===== config.mk =====
export PLATFORM = sky130hd
export DESIGN_NAME = gbn_iou_pipe
export DESIGN_NICKNAME = d
export VERILOG_FILES = /design/src/sv/gbn_pkg.sv /design/src/sv/gbn_iou_pipe.sv
export SDC_FILE = /design/constraint.sdc
export NUM_CORES = 2
export LEC_CHECK = 0
export ABC_CLOCK_PERIOD_IN_PS = 8700
export BUFFER_PORTS_ARGS = -buffer_cell sky130_fd_sc_hd__buf_2
export CAP_MARGIN = 40
export CORE_UTILIZATION = 35
export DETAILED_ROUTE_END_ITERATION = 12
export HOLD_SLACK_MARGIN = 0.03
export PLACE_DENSITY_LB_ADDON = 0.25
export SYNTH_ARGS = -nofsm -noshare
export SYNTH_HDL_FRONTEND = slang
export SYNTH_SLANG_ARGS = --single-unit

===== constraint.sdc =====
create_clock -name clock -period 8.7 [get_ports clock]
set_clock_uncertainty 0.2 [all_clocks]
set_input_delay 0.87 -clock clock [delete_from_list [all_inputs] [get_ports clock]]
set_output_delay 0.87 -clock clock [all_outputs]
set_load 0.1 [all_outputs]

===== src/sv/gbn_pkg.sv =====
// ----------------------------------------------------------------------------
// gbn_pkg
// Shared types and constants of the greedy box suppression block: widths of
// the fixed result fields, the threshold register and the compare status.
// ----------------------------------------------------------------------------
package gbn_pkg;

   localparam int THR_W       = 16;
   localparam int ITEM_W      = 16;
   localparam int SLOT_W      = 8;
   localparam int CSR_DATA_W  = 32;
   localparam int CSR_ADDR_W  = 3;

   localparam logic [THR_W-1:0]  THR_RESET = 16'd29491;
   localparam logic [ITEM_W-1:0] ITEM_MAX  = 16'hFFFF;

   // register index taken from the word address bit of paddr
   localparam logic CSR_IDX_THR = 1'b0;

   // status of the overlap compare pipeline
   typedef struct packed {
      logic busy;
      logic hit;
   } cmp_status_type;

endpackage


===== src/sv/gbn_iou_pipe.sv =====
// ----------------------------------------------------------------------------
// gbn_iou_pipe
// Six stage overlap compare: intersection, areas, union and the
// division-free test inter * 2^16 > threshold * union, one kept box a cycle.
// ----------------------------------------------------------------------------
module gbn_iou_pipe #(
   parameter int COORD_BITS = 12
) (
   input  logic                         clock,
   input  logic                         reset,
   input  logic                         in_valid,
   input  logic [4*COORD_BITS-1:0]      cur_box,
   input  logic [4*COORD_BITS-1:0]      kept_box,
   input  logic [gbn_pkg::THR_W-1:0]    thr,
   output gbn_pkg::cmp_status_type      status
);

   localparam int C      = COORD_BITS;
   localparam int E_W    = C + 2;
   localparam int AREA_W = 2 * C;
   localparam int UNI_W  = AREA_W + 1;
   localparam int PROD_W = UNI_W + gbn_pkg::THR_W;

   logic signed [C-1:0] a_left, a_top, b_left, b_top;
   logic        [C-1:0] a_w, a_h, b_w, b_h;
   logic signed [E_W-1:0] a_x0, a_y0, a_x1, a_y1, b_x0, b_y0, b_x1, b_y1;

   // stage 1
   logic                  v1_ff;
   logic signed [E_W-1:0] lo_x_ff, hi_x_ff, lo_y_ff, hi_y_ff;
   logic signed [E_W-1:0] lo_x_in, hi_x_in, lo_y_in, hi_y_in;
   logic        [C-1:0]   aw1_ff, ah1_ff, bw1_ff, bh1_ff;
   // stage 2
   logic                  v2_ff;
   logic signed [E_W-1:0] dx, dy;
   logic        [C-1:0]   iw_in, ih_in, iw_ff, ih_ff;
   logic        [C-1:0]   aw2_ff, ah2_ff, bw2_ff, bh2_ff;
   // stage 3
   logic                  v3_ff;
   logic [AREA_W-1:0]     inter3_ff, area_a_ff, area_b_ff;
   // stage 4
   logic                  v4_ff;
   logic [UNI_W-1:0]      uni_ff;
   logic [AREA_W-1:0]     inter4_ff;
   // stage 5
   logic                  v5_ff;
   logic [PROD_W-1:0]     prod_ff, shift_ff;
   // stage 6
   logic                  v6_ff;
   logic                  hit_ff;

   always_comb begin
      a_left = cur_box[4*C-1:3*C];
      a_top  = cur_box[3*C-1:2*C];
      a_w    = cur_box[2*C-1:C];
      a_h    = cur_box[C-1:0];
      b_left = kept_box[4*C-1:3*C];
      b_top  = kept_box[3*C-1:2*C];
      b_w    = kept_box[2*C-1:C];
      b_h    = kept_box[C-1:0];

      a_x0 = E_W'(a_left);
      a_y0 = E_W'(a_top);
      b_x0 = E_W'(b_left);
      b_y0 = E_W'(b_top);
      a_x1 = a_x0 + signed'({2'b00, a_w});
      a_y1 = a_y0 + signed'({2'b00, a_h});
      b_x1 = b_x0 + signed'({2'b00, b_w});
      b_y1 = b_y0 + signed'({2'b00, b_h});

      lo_x_in = (a_x0 > b_x0) ? a_x0 : b_x0;
      lo_y_in = (a_y0 > b_y0) ? a_y0 : b_y0;
      hi_x_in = (a_x1 < b_x1) ? a_x1 : b_x1;
      hi_y_in = (a_y1 < b_y1) ? a_y1 : b_y1;

      dx    = hi_x_ff - lo_x_ff;
      dy    = hi_y_ff - lo_y_ff;
      iw_in = (hi_x_ff > lo_x_ff) ? dx[C-1:0] : '0;
      ih_in = (hi_y_ff > lo_y_ff) ? dy[C-1:0] : '0;
   end

   always_ff @(posedge clock) begin
      if (reset) begin
         v1_ff <= 1'b0;
         v2_ff <= 1'b0;
         v3_ff <= 1'b0;
         v4_ff <= 1'b0;
         v5_ff <= 1'b0;
         v6_ff <= 1'b0;
      end else begin
         v1_ff <= in_valid;
         v2_ff <= v1_ff;
         v3_ff <= v2_ff;
         v4_ff <= v3_ff;
         v5_ff <= v4_ff;
         v6_ff <= v5_ff;
      end
   end

   always_ff @(posedge clock) begin
      lo_x_ff   <= lo_x_in;
      hi_x_ff   <= hi_x_in;
      lo_y_ff   <= lo_y_in;
      hi_y_ff   <= hi_y_in;
      aw1_ff    <= a_w;
      ah1_ff    <= a_h;
      bw1_ff    <= b_w;
      bh1_ff    <= b_h;

      iw_ff     <= iw_in;
      ih_ff     <= ih_in;
      aw2_ff    <= aw1_ff;
      ah2_ff    <= ah1_ff;
      bw2_ff    <= bw1_ff;
      bh2_ff    <= bh1_ff;

      inter3_ff <= AREA_W'(iw_ff) * AREA_W'(ih_ff);
      area_a_ff <= AREA_W'(aw2_ff) * AREA_W'(ah2_ff);
      area_b_ff <= AREA_W'(bw2_ff) * AREA_W'(bh2_ff);

      uni_ff    <= UNI_W'(area_a_ff) + UNI_W'(area_b_ff) - UNI_W'(inter3_ff);
      inter4_ff <= inter3_ff;

      prod_ff   <= PROD_W'(thr) * PROD_W'(uni_ff);
      shift_ff  <= {1'b0, inter4_ff, {gbn_pkg::THR_W{1'b0}}};

      // zero union implies zero intersection, so that pair never hits
      hit_ff    <= shift_ff > prod_ff;
   end

   assign status.busy = v1_ff | v2_ff | v3_ff | v4_ff | v5_ff | v6_ff;
   assign status.hit  = v6_ff & hit_ff;

endmodule


==> results.py <==
metrics = {
    "timing": {
        "setup_viol_count_final": 0,
        "drv_slew": 0,
        "rsz0062_at_grt": "false",
        "finalSetupTns_ps": 0,
        "hold_violations": 0,
        "relSlewSlack_pct": 38.6,
        "worstMarginPinSlew_ps": 919,
        "fmax_ghz": 0.144,
        "finalCritPeriodShare_pct": 79.6,
        "layout_min_cycle_time_ps": 6930,
    },
    "place": {
        "hpwl_microns": 85200,
        "port_buffers": 116,
        "routabilityCongestion": 0.845,
    },
    "synthesis": {
        "syn_inst": 4638,
        "syn_avg_cell_area_sq_um": 9.08,
        "yosysUniqueCellTypes": 71,
        "ys_ff_latch": 365,
        "synth_flop_cell": "dfxtp_1",
        "synth_seq_area_share_pct": 17.3,
        "synth_area_leaders": "fa_1 (31%), dfxtp_1 (17%), ha_1 (14%)",
        "synth_edf_count": 0,
        "synth_top_area_share_pct": 30.9,
        "yosysTopAreaCell": "fa_1",
        "syn_area_sq_um": 42100,
        "yosysWarningCount": 0,
        "async_flop_share_pct": 0,
        "postSynthNetCount": 5881,
    },
    "final_layout": {
        "multi_input_area_sq_um": 30600,
        "fill_cells": 12000,
        "final_common_cell": "inv_1",
        "drive_gt1_share_pct": 5.71,
        "layout_common_cells": "inv_1 (953), fa_1 (650), nand2_1 (618)",
        "diodes": 0,
        "area_delta_synth_final_pct": 8.73,
        "regArea_sq_um": 7310,
        "nets": 5903,
    },
    "die": {
        "start_util_pct": 35.5,
        "rows": 126,
        "design.die.area_sq_um": 122000,
        "die_w_microns": 349,
        "core_sq_um": 119000,
        "die_h_microns": 349,
        "io_pins": 117,
    },
    "grt": {
        "grt_antenna_before_repair": 0,
        "grt_pass1_vias": 31700,
        "grt_overflow": 0,
        "grt_pass1_wl_microns": 171000,
        "track_usage_pct": 17.5,
        "grt_max_degree": 26,
    },
    "route": {
        "post_drt_wl_per_cell_microns": 16.4,
        "wl_microns": 103000,
        "drt-initial-drc-count": 1462,
        "ant_nets": 0,
        "drc": 0,
        "firstDrtPassIters": 7,
        "via_count": 29900,
        "viasPerCell": 4.75,
    },
    "setup_path": {
        "end_kind": "register",
        "worstPathArrival_ps": 7190,
        "r2r-start": "uni_ff[14]$_DFF_P_",
        "path_class": "register to register",
        "r2r_slack_ps": 1770,
        "crit_path_start": "uni_ff[14]$_DFF_P_",
        "slowest_stage": "dfxtp_1",
        "ff2ff_path_depth": 18,
        "crit_fanout": 16,
        "reg2reg_to": "prod_ff[34]$_DFF_P_",
        "worstPathCellList": "nand2_1 > fa_1 > inv_1 > fa_1 > fa_1 > fa_1 > fa_1 > inv_1 > fa_1 > inv_1 > ha_1 > a21oi_2 > o21ai_0 > o2111a_1 > a211o_1 > a31oi_1 > o221ai_1 > xnor2_1",
        "startpoint_type": "register",
        "crit_required_ps": 8960,
        "cp_slowest_stage_delay_ps": 920,
        "cpMostUsedCell": "fa_1",
    },
    "clock_network": {
        "numCtsBuffers": 41,
        "worstSkewPairLatency_ps": 580,
        "cts.sinks": 365,
        "clk_pin_slew_ps": 60,
        "cts.htree.levels": 2,
        "ctsResizeCount": 0,
        "cts_setup_buffers": 0,
        "root_buffer": "clkbuf_16",
        "cts_hold_buf": 0,
        "cts_tree": "yes",
        "cts_buffer_depth": 3,
    },
    "min_path": {
        "min_to": "shift_ff[20]$_DFF_P_",
        "hold_depth": 0,
        "hp-start": "inter4_ff[4]$_DFF_P_",
        "hold_path_class": "register to register",
    },
    "outcome": {
        "status": "finished clean",
    },
    "flow_run": {
        "maxCapViolations": 0,
    },
}
==> state kept, by name, indices dropped and copies added, names as in the netlist, 12 cells and up <==
name       cells
prod_ff       41
uni_ff        25
area_a_ff     24
area_b_ff     24
inter3_ff     24
inter4_ff     24
shift_ff      24
hi_x_ff       14
hi_y_ff       14
ah1_ff        12
ah2_ff        12
aw1_ff        12
aw2_ff        12
bh1_ff        12
bh2_ff        12
bw1_ff        12
bw2_ff        12
ih_ff         12
iw_ff         12
lo_x_ff       12
lo_y_ff       12
==> stage by stage <==
| stage | worst slack [ps] | utilization, % | cells | hold WS, ps | area [sq um] |
|---|---|---|---|---|---|
| final | 1770 | 38.6 | 6290 | 121 | 45800 |
| after CTS | 1780 | 38.6 | 6290 | 114 | 45800 |
| after floorplan | 2030 | - | 4638 | 110 | 42100 |
| after global routing | 1450 | 38.6 | 6290 | 132 | 45800 |
| after global placement | 1380 | 37.2 | 6206 | 110 | 44200 |
| after detailed placement | 1370 | 37.4 | 6217 | 112 | 44400 |
==> synthesized netlist by cell type, types with 30 or more instances <==
cell and number:
a21o_1 85, a21oi_1 171, and2_1 320, clkbuf_1 151, dfxtp_1 365, fa_1 650
ha_1 478, inv_1 953, mux2_2 36, nand2_1 618, nand3_1 32, nand4_1 33
nor2_1 104, nor2b_1 30, nor3_1 53, o21ai_0 93, xnor2_1 108, xor2_1 53
==> area by class of cell <==
type | count | area share (%)
Inverter | 953 | 7.81
Timing Repair Buffer | 137 | 1.88
Clock buffer | 49 | 2.35
Clock inverter | 24 | 0.740
Tap cell | 1600 | 4.37
Multi-Input combinational cell | 3162 | 66.9
Sequential cell | 365 | 16.0
==> how the worst max path moves through the flow <==
stage | endpoint | slack, ps
6_report | prod_ff[34]$_DFF_P_ | 1770
5_1_grt | prod_ff[34]$_DFF_P_ | 1450
4_1_cts | prod_ff[34]$_DFF_P_ | 1780
3_5_place_dp | prod_ff[34]$_DFF_P_ | 1370
3_3_place_gp | prod_ff[34]$_DFF_P_ | 1380
2_1_floorplan | prod_ff[39]$_DFF_P_ | 2030
==> cell families after synthesis <==
logic type / synth area share, %
AO/OA/AOI/OAI: 8.03
XOR/XNOR: 3.35
adder cells (fa/ha/maj): 45.1
buffers and inverters: 9.92
flip-flops: 17.3
multiplexers: 1.56
AND/OR/NAND/NOR: 14.7
==> critical path: cells and delay by family (launching register included) <==
kind                       cells  cell delay, ps
and+or+nand+nor                1             180
buffers and inverters          3             160
adders and majority gates      7            3440
AOI/OAI and AO/OA              6            1710
DFF                            1             920
xor gates and xnor gates       1             170
==> per-layer routing <==
layer / routed length (microns) / global-route usage (%)
met5: 0 / 0
met4: 2290 / 3.97
met3: 3470 / 1.59
met2: 49200 / 30.4
met1: 48200 / 23.5
Power is not shown: default switching activity piles up to over one toggle a cycle in this logic, so the estimate is an artifact.
